`src/hw/rtl/bcvg_pkg.sv`:
```
// ----------------------------------------------------------------------------
// bcvg_pkg
// Shared types, register indexes and the vertex table for the box cell
// vertex generator.
// ----------------------------------------------------------------------------
package bcvg_pkg;

  localparam int unsigned DefMaxDivisions = 1024;
  localparam int unsigned DefFracBits     = 16;

  localparam int unsigned SizeW   = 31;
  localparam int unsigned DivW    = 11;
  localparam int unsigned IdxW    = 10;
  localparam int unsigned CoordW  = 32;
  localparam int unsigned CfgIdxW = 8;
  localparam int unsigned CfgDatW = 32;

  localparam int unsigned VertsPerCell = 36;
  localparam int unsigned VertsPerFace = 6;
  localparam int unsigned NumFaces     = 6;

  // configuration register indexes
  localparam logic [CfgIdxW-1:0] CfgSizeX     = 8'd0;
  localparam logic [CfgIdxW-1:0] CfgSizeY     = 8'd1;
  localparam logic [CfgIdxW-1:0] CfgSizeZ     = 8'd2;
  localparam logic [CfgIdxW-1:0] CfgDivisions = 8'd3;

  // per-axis coordinate selector
  typedef enum logic [1:0] {
    CoordLo  = 2'd0,
    CoordHi  = 2'd1,
    CoordPos = 2'd2,
    CoordNeg = 2'd3
  } coord_sel_e;

  typedef struct packed {
    logic [IdxW-1:0] cell_row;
    logic [IdxW-1:0] cell_col;
  } cell_t;

  typedef struct packed {
    logic signed [CoordW-1:0] vert_x;
    logic signed [CoordW-1:0] vert_y;
    logic signed [CoordW-1:0] vert_z;
    logic [2:0]               face_id;
    logic                     bad_cell;
    logic                     last;
  } vert_t;

  typedef struct packed {
    coord_sel_e cz;
    coord_sel_e cy;
    coord_sel_e cx;
  } vcode_t;

  function automatic vcode_t vert_code(input logic [5:0] k);
    vcode_t c;
    c = '{cz: CoordNeg, cy: CoordNeg, cx: CoordNeg};
    case (k)
      // front
      6'd0:  c = '{cz: CoordPos, cy: CoordLo,  cx: CoordLo};
      6'd1:  c = '{cz: CoordPos, cy: CoordLo,  cx: CoordHi};
      6'd2:  c = '{cz: CoordPos, cy: CoordHi,  cx: CoordLo};
      6'd3:  c = '{cz: CoordPos, cy: CoordHi,  cx: CoordLo};
      6'd4:  c = '{cz: CoordPos, cy: CoordLo,  cx: CoordHi};
      6'd5:  c = '{cz: CoordPos, cy: CoordHi,  cx: CoordHi};
      // back
      6'd6:  c = '{cz: CoordNeg, cy: CoordLo,  cx: CoordLo};
      6'd7:  c = '{cz: CoordNeg, cy: CoordHi,  cx: CoordLo};
      6'd8:  c = '{cz: CoordNeg, cy: CoordLo,  cx: CoordHi};
      6'd9:  c = '{cz: CoordNeg, cy: CoordHi,  cx: CoordLo};
      6'd10: c = '{cz: CoordNeg, cy: CoordHi,  cx: CoordHi};
      6'd11: c = '{cz: CoordNeg, cy: CoordLo,  cx: CoordHi};
      // right
      6'd12: c = '{cz: CoordLo,  cy: CoordLo,  cx: CoordPos};
      6'd13: c = '{cz: CoordLo,  cy: CoordHi,  cx: CoordPos};
      6'd14: c = '{cz: CoordHi,  cy: CoordLo,  cx: CoordPos};
      6'd15: c = '{cz: CoordLo,  cy: CoordHi,  cx: CoordPos};
      6'd16: c = '{cz: CoordHi,  cy: CoordHi,  cx: CoordPos};
      6'd17: c = '{cz: CoordHi,  cy: CoordLo,  cx: CoordPos};
      // left
      6'd18: c = '{cz: CoordLo,  cy: CoordLo,  cx: CoordNeg};
      6'd19: c = '{cz: CoordHi,  cy: CoordLo,  cx: CoordNeg};
      6'd20: c = '{cz: CoordLo,  cy: CoordHi,  cx: CoordNeg};
      6'd21: c = '{cz: CoordLo,  cy: CoordHi,  cx: CoordNeg};
      6'd22: c = '{cz: CoordHi,  cy: CoordLo,  cx: CoordNeg};
      6'd23: c = '{cz: CoordHi,  cy: CoordHi,  cx: CoordNeg};
      // top
      6'd24: c = '{cz: CoordLo,  cy: CoordPos, cx: CoordLo};
      6'd25: c = '{cz: CoordHi,  cy: CoordPos, cx: CoordLo};
      6'd26: c = '{cz: CoordLo,  cy: CoordPos, cx: CoordHi};
      6'd27: c = '{cz: CoordHi,  cy: CoordPos, cx: CoordLo};
      6'd28: c = '{cz: CoordHi,  cy: CoordPos, cx: CoordHi};
      6'd29: c = '{cz: CoordLo,  cy: CoordPos, cx: CoordHi};
      // bottom
      6'd30: c = '{cz: CoordLo,  cy: CoordNeg, cx: CoordLo};
      6'd31: c = '{cz: CoordLo,  cy: CoordNeg, cx: CoordHi};
      6'd32: c = '{cz: CoordHi,  cy: CoordNeg, cx: CoordLo};
      6'd33: c = '{cz: CoordHi,  cy: CoordNeg, cx: CoordLo};
      6'd34: c = '{cz: CoordLo,  cy: CoordNeg, cx: CoordHi};
      6'd35: c = '{cz: CoordHi,  cy: CoordNeg, cx: CoordHi};
      default: c = '{cz: CoordNeg, cy: CoordNeg, cx: CoordNeg};
    endcase
    return c;
  endfunction

endpackage

```
`src/hw/rtl/box_cell_vertex_generator.sv`:
```
// ----------------------------------------------------------------------------
// box_cell_vertex_generator
// Emits the 36 triangle vertices of one grid cell of a subdivided box.
// ----------------------------------------------------------------------------
// Usage
//   Command channel: a cell (row, column) transfers on a rising edge with
//   start high and busy low. A one-entry holding register takes it, so the
//   next cell may be offered while the current one is still being emitted;
//   busy drops in the cycle the holding register hands its cell on.
//   Result channel: vert_valid_o strobes one vertex per cycle; each vertex
//   is on vert_o for exactly one cycle. The receiver cannot stall.
//   Configuration channel: cfg_ready_o is always high. A write to a size or
//   to divisions restarts a bit-serial divider that loads the sizes and then
//   forms the three steps one quotient bit at a time; busy stays high
//   meanwhile. Unknown indexes are ignored.
//   Path: a cell passes the holding register, the sequencer, the vertex code
//   stage, the product stage and the coordinate stage to the output register.
//   Output: a good cell yields all its vertices, a bad cell a single one; the
//   vertex sequencer issues one vertex a cycle, and back-to-back cells run
//   without gaps.
//   Reset: sizes return to 1.0, divisions to 1, the steps are loaded
//   directly, no result is pending.
// ----------------------------------------------------------------------------
module box_cell_vertex_generator
  import bcvg_pkg::*;
#(
  parameter int unsigned MAX_DIVISIONS = bcvg_pkg::DefMaxDivisions,
  parameter int unsigned FRAC_BITS     = bcvg_pkg::DefFracBits
) (
  input  logic                            clk_i,
  input  logic                            rst_ni,
  input  logic                            start,
  output logic                            busy,
  input  bcvg_pkg::cell_t                 cell_i,
  input  logic                            cfg_valid_i,
  output logic                            cfg_ready_o,
  input  logic [bcvg_pkg::CfgIdxW-1:0]    cfg_index_i,
  input  logic [bcvg_pkg::CfgDatW-1:0]    cfg_data_i,
  output logic                            vert_valid_o,
  output bcvg_pkg::vert_t                 vert_o
);

  localparam int unsigned MaxW = $clog2(MAX_DIVISIONS + 1) + 1;
  localparam logic [SizeW-1:0] SizeReset = SizeW'(64'd1 << FRAC_BITS);
  localparam logic [4:0] DivLastCnt = 5'(SizeW - 1);
  localparam logic [5:0] LastVert = 6'(VertsPerCell - 1);
  localparam logic [2:0] LastInFace = 3'(VertsPerFace - 1);

  // --------------------------------------------------------------------------
  // Configuration registers
  // --------------------------------------------------------------------------
  logic [SizeW-1:0] size_q [3];
  logic [DivW-1:0]  div_q;
  logic             cfg_fire;

  assign cfg_ready_o = 1'b1;
  assign cfg_fire    = cfg_valid_i && cfg_ready_o;

  always_ff @(posedge clk_i or negedge rst_ni) begin
    if (!rst_ni) begin
      size_q[0] <= SizeReset;
      size_q[1] <= SizeReset;
      size_q[2] <= SizeReset;
      div_q     <= DivW'(1);
    end else if (cfg_fire) begin
      case (cfg_index_i)
        CfgSizeX:     size_q[0] <= cfg_data_i[SizeW-1:0];
        CfgSizeY:     size_q[1] <= cfg_data_i[SizeW-1:0];
        CfgSizeZ:     size_q[2] <= cfg_data_i[SizeW-1:0];
        CfgDivisions: div_q     <= cfg_data_i[DivW-1:0];
        default: ;
      endcase
    end
  end

  // --------------------------------------------------------------------------
  // Step divider: three restoring dividers sharing one bit counter. The
  // quotient shifts into the dividend register, which then holds the step.
  // --------------------------------------------------------------------------
  logic             div_kick_q;
  logic             div_busy_q;
  logic [4:0]       div_cnt_q;
  logic [SizeW-1:0] num_q [3];
  logic [DivW-1:0]  rem_q [3];
  logic [SizeW-1:0] num_d [3];
  logic [DivW-1:0]  rem_d [3];

  always_comb begin
    for (int a = 0; a < 3; a++) begin
      logic [DivW:0] t;
      logic          ge;
      t  = {rem_q[a], num_q[a][SizeW-1]};
      ge = t >= {1'b0, div_q};
      rem_d[a] = ge ? DivW'(t - {1'b0, div_q}) : t[DivW-1:0];
      num_d[a] = {num_q[a][SizeW-2:0], ge};
    end
  end

  always_ff @(posedge clk_i or negedge rst_ni) begin
    if (!rst_ni) begin
      div_kick_q <= 1'b0;
      div_busy_q <= 1'b0;
      div_cnt_q  <= '0;
      // reset sizes over one division: the step is the size itself
      for (int a = 0; a < 3; a++) begin
        num_q[a] <= SizeReset;
        rem_q[a] <= '0;
      end
    end else begin
      div_kick_q <= cfg_fire && (cfg_index_i == CfgSizeX || cfg_index_i == CfgSizeY ||
                                 cfg_index_i == CfgSizeZ || cfg_index_i == CfgDivisions);
      if (div_kick_q) begin
        div_busy_q <= 1'b1;
        div_cnt_q  <= '0;
        for (int a = 0; a < 3; a++) begin
          num_q[a] <= size_q[a];
          rem_q[a] <= '0;
        end
      end else if (div_busy_q) begin
        for (int a = 0; a < 3; a++) begin
          num_q[a] <= num_d[a];
          rem_q[a] <= rem_d[a];
        end
        div_cnt_q <= div_cnt_q + 5'd1;
        if (div_cnt_q == DivLastCnt) begin
          div_busy_q <= 1'b0;
        end
      end
    end
  end

  // --------------------------------------------------------------------------
  // Holding register for the next cell
  // --------------------------------------------------------------------------
  logic  hold_valid_q;
  cell_t hold_q;
  logic  cmd_fire;
  logic  seq_take;

  // the holding register frees up in the cycle the sequencer takes its cell
  assign busy     = (hold_valid_q && !seq_take) || div_busy_q || div_kick_q;
  assign cmd_fire = start && !busy;

  // --------------------------------------------------------------------------
  // Vertex sequencer: one vertex a cycle, face and in-face counters kept
  // alongside the vertex number.
  // --------------------------------------------------------------------------
  logic            seq_active_q;
  logic            seq_bad_q;
  logic [5:0]      seq_k_q;
  logic [2:0]      seq_face_q;
  logic [2:0]      seq_fv_q;
  cell_t           seq_cell_q;
  logic            seq_last;
  logic            hold_bad;

  assign seq_last = seq_bad_q || (seq_k_q == LastVert);
  assign seq_take = hold_valid_q && (!seq_active_q || seq_last);
  assign hold_bad = (div_q == '0) || (MaxW'(div_q) > MaxW'(MAX_DIVISIONS)) ||
                    ({1'b0, hold_q.cell_row} >= div_q) ||
                    ({1'b0, hold_q.cell_col} >= div_q);

  always_ff @(posedge clk_i or negedge rst_ni) begin
    if (!rst_ni) begin
      hold_valid_q <= 1'b0;
      seq_active_q <= 1'b0;
    end else begin
      if (cmd_fire) begin
        hold_valid_q <= 1'b1;
      end else if (seq_take) begin
        hold_valid_q <= 1'b0;
      end
      if (seq_take) begin
        seq_active_q <= 1'b1;
      end else if (seq_active_q && seq_last) begin
        seq_active_q <= 1'b0;
      end
    end
  end

  always_ff @(posedge clk_i) begin
    if (cmd_fire) begin
      hold_q <= cell_i;
    end
    if (seq_take) begin
      seq_cell_q <= hold_q;
      seq_bad_q  <= hold_bad;
      seq_k_q    <= '0;
      seq_face_q <= '0;
      seq_fv_q   <= '0;
    end else if (seq_active_q) begin
      seq_k_q <= seq_k_q + 6'd1;
      if (seq_fv_q == LastInFace) begin
        seq_fv_q   <= '0;
        seq_face_q <= seq_face_q + 3'd1;
      end else begin
        seq_fv_q <= seq_fv_q + 3'd1;
      end
    end
  end

  // --------------------------------------------------------------------------
  // Stage 1: register vertex code and cell indexes
  // --------------------------------------------------------------------------
  logic            s1_valid_q;
  logic            s1_bad_q;
  logic            s1_last_q;
  logic [2:0]      s1_face_q;
  vcode_t          s1_code_q;
  logic [IdxW-1:0] s1_xi_q, s1_yi_q, s1_zi_q;

  always_ff @(posedge clk_i or negedge rst_ni) begin
    if (!rst_ni) begin
      s1_valid_q <= 1'b0;
    end else begin
      s1_valid_q <= seq_active_q;
    end
  end

  always_ff @(posedge clk_i) begin
    s1_bad_q  <= seq_bad_q;
    s1_last_q <= seq_last;
    s1_face_q <= seq_face_q;
    s1_code_q <= vert_code(seq_k_q);
    s1_xi_q   <= seq_cell_q.cell_col;
    s1_yi_q   <= seq_cell_q.cell_row;
    // z follows the row on top and bottom, the column elsewhere
    s1_zi_q   <= (seq_face_q >= 3'd4) ? seq_cell_q.cell_row : seq_cell_q.cell_col;
  end

  // --------------------------------------------------------------------------
  // Stage 2: index times step per axis
  // --------------------------------------------------------------------------
  logic        s2_valid_q;
  logic        s2_bad_q;
  logic        s2_last_q;
  logic [2:0]  s2_face_q;
  vcode_t      s2_code_q;
  logic [CoordW-1:0] s2_prod_q [3];
  logic [IdxW-1:0]   s1_idx [3];

  assign s1_idx[0] = s1_xi_q;
  assign s1_idx[1] = s1_yi_q;
  assign s1_idx[2] = s1_zi_q;

  always_ff @(posedge clk_i or negedge rst_ni) begin
    if (!rst_ni) begin
      s2_valid_q <= 1'b0;
    end else begin
      s2_valid_q <= s1_valid_q;
    end
  end

  always_ff @(posedge clk_i) begin
    s2_bad_q  <= s1_bad_q;
    s2_last_q <= s1_last_q;
    s2_face_q <= s1_face_q;
    s2_code_q <= s1_code_q;
    for (int a = 0; a < 3; a++) begin
      s2_prod_q[a] <= CoordW'(s1_idx[a] * num_q[a]);
    end
  end

  // --------------------------------------------------------------------------
  // Stage 3: offset by the half extent and select, into the output register
  // --------------------------------------------------------------------------
  function automatic logic [CoordW-1:0] pick(input coord_sel_e sel,
                                             input logic [SizeW-1:0] size,
                                             input logic [SizeW-1:0] step,
                                             input logic [CoordW-1:0] prod);
    logic [CoordW-1:0] half;
    logic [CoordW-1:0] lo;
    half = CoordW'(size >> 1);
    lo   = prod - half;
    case (sel)
      CoordLo:  return lo;
      CoordHi:  return lo + CoordW'(step);
      CoordPos: return half;
      default:  return -half;
    endcase
  endfunction

  logic [CoordW-1:0] s2_coord [3];
  coord_sel_e        s2_sel [3];

  assign s2_sel[0] = s2_code_q.cx;
  assign s2_sel[1] = s2_code_q.cy;
  assign s2_sel[2] = s2_code_q.cz;

  always_comb begin
    for (int a = 0; a < 3; a++) begin
      s2_coord[a] = s2_bad_q ? '0 : pick(s2_sel[a], size_q[a], num_q[a], s2_prod_q[a]);
    end
  end

  always_ff @(posedge clk_i or negedge rst_ni) begin
    if (!rst_ni) begin
      vert_valid_o <= 1'b0;
    end else begin
      vert_valid_o <= s2_valid_q;
    end
  end

  always_ff @(posedge clk_i) begin
    vert_o.vert_x   <= s2_coord[0];
    vert_o.vert_y   <= s2_coord[1];
    vert_o.vert_z   <= s2_coord[2];
    vert_o.face_id  <= s2_bad_q ? 3'd0 : s2_face_q;
    vert_o.bad_cell <= s2_bad_q;
    vert_o.last     <= s2_last_q;
  end

`ifndef SYNTHESIS
  // a bad cell is a single zeroed result that closes the cell
  a_bad_single: assert property (@(posedge clk_i) disable iff (!rst_ni)
    vert_valid_o && vert_o.bad_cell |-> vert_o.last && vert_o.vert_x == '0 &&
      vert_o.face_id == 3'd0)
    else $error("bad cell result malformed");

  // a good cell keeps the sequencer running until its last vertex
  a_seq_runs: assert property (@(posedge clk_i) disable iff (!rst_ni)
    seq_active_q && !seq_last |=> seq_active_q)
    else $error("sequencer dropped a cell early");

  // no cell is taken while the steps are being recomputed
  a_no_take_div: assert property (@(posedge clk_i) disable iff (!rst_ni)
    div_busy_q |-> !cmd_fire)
    else $error("cell accepted during step division");
`endif

endmodule

```
`config.mk`:
```
export PLATFORM = sky130hd
export DESIGN_NAME = box_cell_vertex_generator
export DESIGN_NICKNAME = d
export VERILOG_FILES = /design/src/hw/rtl/bcvg_pkg.sv /design/src/hw/rtl/box_cell_vertex_generator.sv
export SDC_FILE = /design/constraint.sdc
export NUM_CORES = 2
export LEC_CHECK = 0
export ABC_AREA = 0
export BUFFER_PORTS_ARGS = -buffer_cell sky130_fd_sc_hd__buf_4
export CAP_MARGIN = 20
export CORE_AREA = 4 4 563 342
export DETAILED_ROUTE_END_ITERATION = 16
export DIE_AREA = 0 0 567 346
export GPL_TIMING_DRIVEN = 0
export PLACE_DENSITY = 0.51
export SETUP_SLACK_MARGIN = 0.02
export SYNTH_ARGS = -nofsm -noshare
export SYNTH_HDL_FRONTEND = slang
export SYNTH_SLANG_ARGS = --single-unit
```
`constraint.sdc`:
```
create_clock -name clk_i -period 5.9 [get_ports clk_i]
set_input_delay 0.885 -clock clk_i [delete_from_list [all_inputs] [get_ports clk_i]]
set_output_delay 0.885 -clock clk_i [all_outputs]
set_load 0.01 [all_outputs]
```
* After elaboration in Yosys (flattened, before gate mapping)
Memory sizes are Yosys's and may differ from the RTL's. A register that Yosys moved wholly into a read port is not among the register bits.
Cells that the tools add are included.
Widths: inputs -> output; s select.
** Word-level totals
- Bits in writable memories :: 96
- Memories kept :: 2
- Input port bits :: 64
- Register bits after elaboration :: 442
- Memory bits (read-only) :: 384
- Word-level logic and storage cells :: 136
- Output and inout bits :: 104
- Latch bits :: 0
** Cells by class
- Equal/unequal tests :: 12
- $add $sub $neg :: 16
- Shift operators :: 0
- Order comparisons :: 7
- Multipliers :: 3
- Mux-type cells :: 21
- Reductions and logical operators :: 31
- Divide/modulo/power cells :: 0
- Bitwise logic cells :: 0
** Memory list
- (name not given) :: words 64, bits a word 6, rd ports 1, clocked after memory_dff 1, wr ports 0, line bcvg_pkg.sv:59 : case (k)
- s2_prod_q :: words 3, bits a word 32, rd ports 3, clocked after memory_dff 0, wr ports 3, line box_cell_vertex_generator.sv:239 : logic [CoordW-1:0] s2_prod_q [3];
** Operator list (number)
- $pmux 32 s3 :: 3
- $mux 93 :: 2
- $add 32x31->32 :: 3
- $mul 10x31->32 :: 3
- $neg 30->32 :: 3
- $sub 32x30->32 :: 3
- $mux 33 :: 2
- $ge 12x11->1 :: 3
- $mux 11 :: 3
- $sub 11x11->11 :: 3
- $ge 10x11->1 :: 2
- $eq 8x2->1 const B :: 2
- $gt 11x11->1 const B :: 1
- $logic_not 11->1 :: 1
- $logic_or 1x1->1 :: 10
- $mux 10 :: 1
- $mux 5 :: 2
- $reduce_and 2->1 :: 5
- $eq 8x1->1 const B :: 1
- $logic_not 8->1 :: 1
- $mux 1 :: 7
- $add 3x1->3 const B :: 2
- $add 6x1->6 const B :: 1
- $eq 2x1->1 const B :: 3
- 11 further kinds :: 23

* Depth between registers and ports, before layout
- Word-level depth :: 11
- Mapped depth :: 24
- Gate-level depth less buffers :: 23

* Least setup slack after synthesis
OpenSTA, ideal clock, no wires.
- Path kind :: register to register
- Start :: register s1_yi_q[3]
- End :: memory s2_prod_q[1][31] (netlist: s2_prod_q[0][63])
- Period minus slack after synthesis :: 5.811 ns
- Cell stages (with the launch flop) :: 24
- Data required time :: 5.828 ns
- Setup slack :: 0.089 ns
- Arrival time :: 5.739 ns
- Path through :: dfxtp_1 -> clkbuf_1 -> buf_1 -> nand2_1 -> fa_1 -> inv_1 -> fa_1 -> inv_1 -> fa_1 -> inv_1 -> fa_1 -> inv_1 -> fa_1 -> inv_1 -> ha_1 -> or3_1 -> a211o_1 -> a31oi_1 -> a31oi_1 -> a41oi_1 -> a311oi_1 -> a211o_1 -> a21oi_1 -> xnor2_1
** RTL lines
- start: declaration :: line box_cell_vertex_generator.sv:210 : logic [IdxW-1:0] s1_xi_q, s1_yi_q, s1_zi_q;
- start signal: assignment :: line box_cell_vertex_generator.sv:226 : s1_yi_q <= seq_cell_q.cell_row;
- end: declaration :: line box_cell_vertex_generator.sv:239

==> qor.yml <==
vias: 46900
die_y_um: 346
yosysUniqueCellTypes: 84
grt_start_max_net_pins: 111
rsz0062_at_grt: "yes"
die-area_um2: 196000
drt_iter0_drc: 4527
worstSetupPathType: "reg2reg"
final.setup_skew_ps: 86.8
cts_made_buffers: 59
path_clk_slew_ps: 70
hold_slack_ps: 37.0
arrival_ps: 6420
viasPerCell: 5.13
drv_slew: 0
place.gp.congestion: 0.963
path_max_fanout: 5
place_area_um2: 60600
clkSinkCount: 544
synth_area_um2: 56000
htree_levels: 2
dp.final_hpwl_um: 174000
hold_viol: 0
yosysTopAreaCell: "fa_1"
synth_seq_area_share_pct: 22.4
ant_nets: 0
grt_antenna_before_repair: 31
cts_tree: "done"
synth_fp_nets: 7312
synth-warning-count: 0
status: "complete, no violations"
io_pins: 168
maxSlewHeadroom_pct: 22.5
ctsHoldBuffers: 0
synthTopCellsByArea: "fa_1, dfrtp_1, dfxtp_1"
reg2reg_depth: 23
ys_async_sr_fraction_pct: 44.5
die_w_um: 567
max_freq_mhz: 170
initial_core_util_pct: 30.0
remaining_drc_errors: 0
synth_edf_count: 41
cap_violations: 0
clock_latency_ps: 740
synthesis.instances: 6260
wl_per_cell_um: 23.0
grt-ovfl-total: 0
grt_use_total_pct: 21.0
min_period_ps: 5870
wl_um: 211000
drive_above_1_share_pct: 12.5
synth_ff_type: "dfxtp_1"
io_buffers: 165
setup_viol: 0
required_ps: 6450
end_kind: "flip-flop"
fin_util_pct: 35.1
reg2reg_slack_ps: 30
fin_crit_sh_pct: 99.5
coreArea_um2: 187000
rows: 123
drt_first_pass_iters: 5
area_delta_synth_final_pct: 17.0
grt_pass1_vias: 45900
grt_pass1_wl_um: 311000
clockBufferDepth: 3
worstSetupStartpointType: "flip-flop"
ys_ff_latch: 544
fin_nets: 7640
synth_area_per_cell_um2: 8.94
yosysTopAreaCellShare_pct: 21.6
worstMarginPinSlew_ps: 1160
design_area_um2: 65500
n_fill_cell: 19300
root_buffer: "clkbuf_16"
worstHoldPathType: "in2async"
==> flip-flops by register name, indices dropped and copies added, names as in the netlist, 6 cells and up <==
signal / count
rem_q: 33
seq_cell_q: 20
div_q: 11
seq_k_q: 6
s1_code_q: 6
s1_xi_q: 10
s1_zi_q: 10
s2_code_q: 6
num_d: 90
vert_o: 101
s2_prod_q: 96
s1_yi_q: 10
size_q: 93
hold_q: 20
==> critical path: stages, from the launching register on <==
cell and delay, ps:
dfxtp_4 510, clkbuf_16 200, buf_8 110, buf_4 110
nand2_1 70, fa_2 520, inv_1 50, fa_1 440
ha_1 300, fa_1 510, inv_1 80, fa_1 480
inv_1 40, ha_1 230, a21o_1 210, a21o_1 160
a21o_1 190, a22o_1 210, o31a_1 310, o2111ai_4 250
a21oi_4 110, a31oi_4 280, o21bai_1 130, xor2_1 150
==> kinds of logic after synthesis <==
group	Yosys count	synth area share (%)
XOR/XNOR	375	5.87
multiplexers	225	4.42
flip-flops	544	22.4
AND/OR/NAND/NOR	1858	16.1
AO/OA/AOI/OAI	1174	13.7
buffers and inverters	1095	7.36
other	1	0.00670
adder cells (fa/ha/maj)	988	30.2
==> final timing paths <==
path | from | endpoint
worst min-delay path | rst_ni | num_d[65]
worst max-delay path | s1_zi_q[3] | s2_prod_q[0][91]
worst max register to register | s1_zi_q[3] | s2_prod_q[0][91]
max in group asynchronous | rst_ni | size_q[32]
worst min register to register | s1_face_q[2] | s2_face_q[2]
min in group clk_i | cell_i[18] | hold_q[18]
==> cells in the mapped netlist (87+ instances only) <==
cell type  number
nor2_1        295
a21o_1        132
o21ai_0       314
and2_1        439
xor2_1         88
mux2_2         87
nand2_1       730
dfrtp_1       235
mux2i_1       129
ha_1          385
inv_1         802
xnor2_1       287
a211oi_1       95
fa_1          603
clkbuf_1      257
a21oi_1       252
dfxtp_1       261
==> per-layer routing <==
metal	global-route usage [%]	wire length [µm]
met1	33.6	105000
met2	27.2	78300
met3	6.46	23500
met4	3.66	3480
met5	0	210
==> repair_timing <==
item,CTS,global route
buffers inserted,43,41
endpoints found under the setup margin,89,51
gates cloned,0,0
endpoints found under the hold margin,0,0
gates resized for setup,401,240
pin swaps,43,86
==> cells in the final DEF, fill, tap and decap left out, types with 17 or more instances in the layout <==
cell       netlist  layout
mux2_2          87      87
nor3_1          55      52
or3_1           22      21
clkbuf_8         0      19
nand2b_1        37      37
a21o_1         132     132
nand4_1         37      37
and2_1         439     438
inv_1          802     790
buf_8            0      21
clkbuf_1       257     141
a21oi_1        252     233
nand2_1        730     722
xnor2_1        287     285
dfxtp_4          0      23
clkbuf_2         0      26
ha_1           385     361
dfxtp_1        261     234
a21boi_0        18      17
edfxtp_1        41      41
and3_1          37      35
a31oi_1         30      22
o21bai_1        35      32
xor2_1          88      88
clkbuf_4         0      30
o21a_1          51      50
a211oi_1        95      88
buf_1           27      23
nor2b_1         35      35
buf_4            1     261
clkbuf_16        0      71
o31ai_1         38      37
o21ai_0        314     290
dfrtp_1        235     222
fa_1           603     600
a21oi_2          0      17
nand3_1         79      76
mux2i_1        129     129
nor2_1         295     295
==> layout make-up <==
cell class	instances	area [µm²]	share of cell area (%)
inverter	806	3030	4.62
clock buffer	70	1580	2.41
antenna	15	37.5	0.0573
clock inverter	42	573	0.875
multi-input combinational	4621	40400	61.7
timing repair buffer	271	2240	3.42
buffer	285	1880	2.87
sequential	544	12600	19.3
tap	2500	3130	4.78
==> per-stage QoR <==
step | cells | setup TNS, ps | worst slack (ps)
5_1_grt | 9146 | -1120 | -191
3_5_place_dp | 8941 | -61370 | -1640
6_report | 9154 | 0 | 27.2
2_1_floorplan | 6260 | 0 | 88.6
4_1_cts | 9094 | 0 | 21.1
3_3_place_gp | 8925 | -63130 | -1630
Power is not shown: default switching activity piles up to over one toggle a cycle in this logic, so the estimate is an artifact.
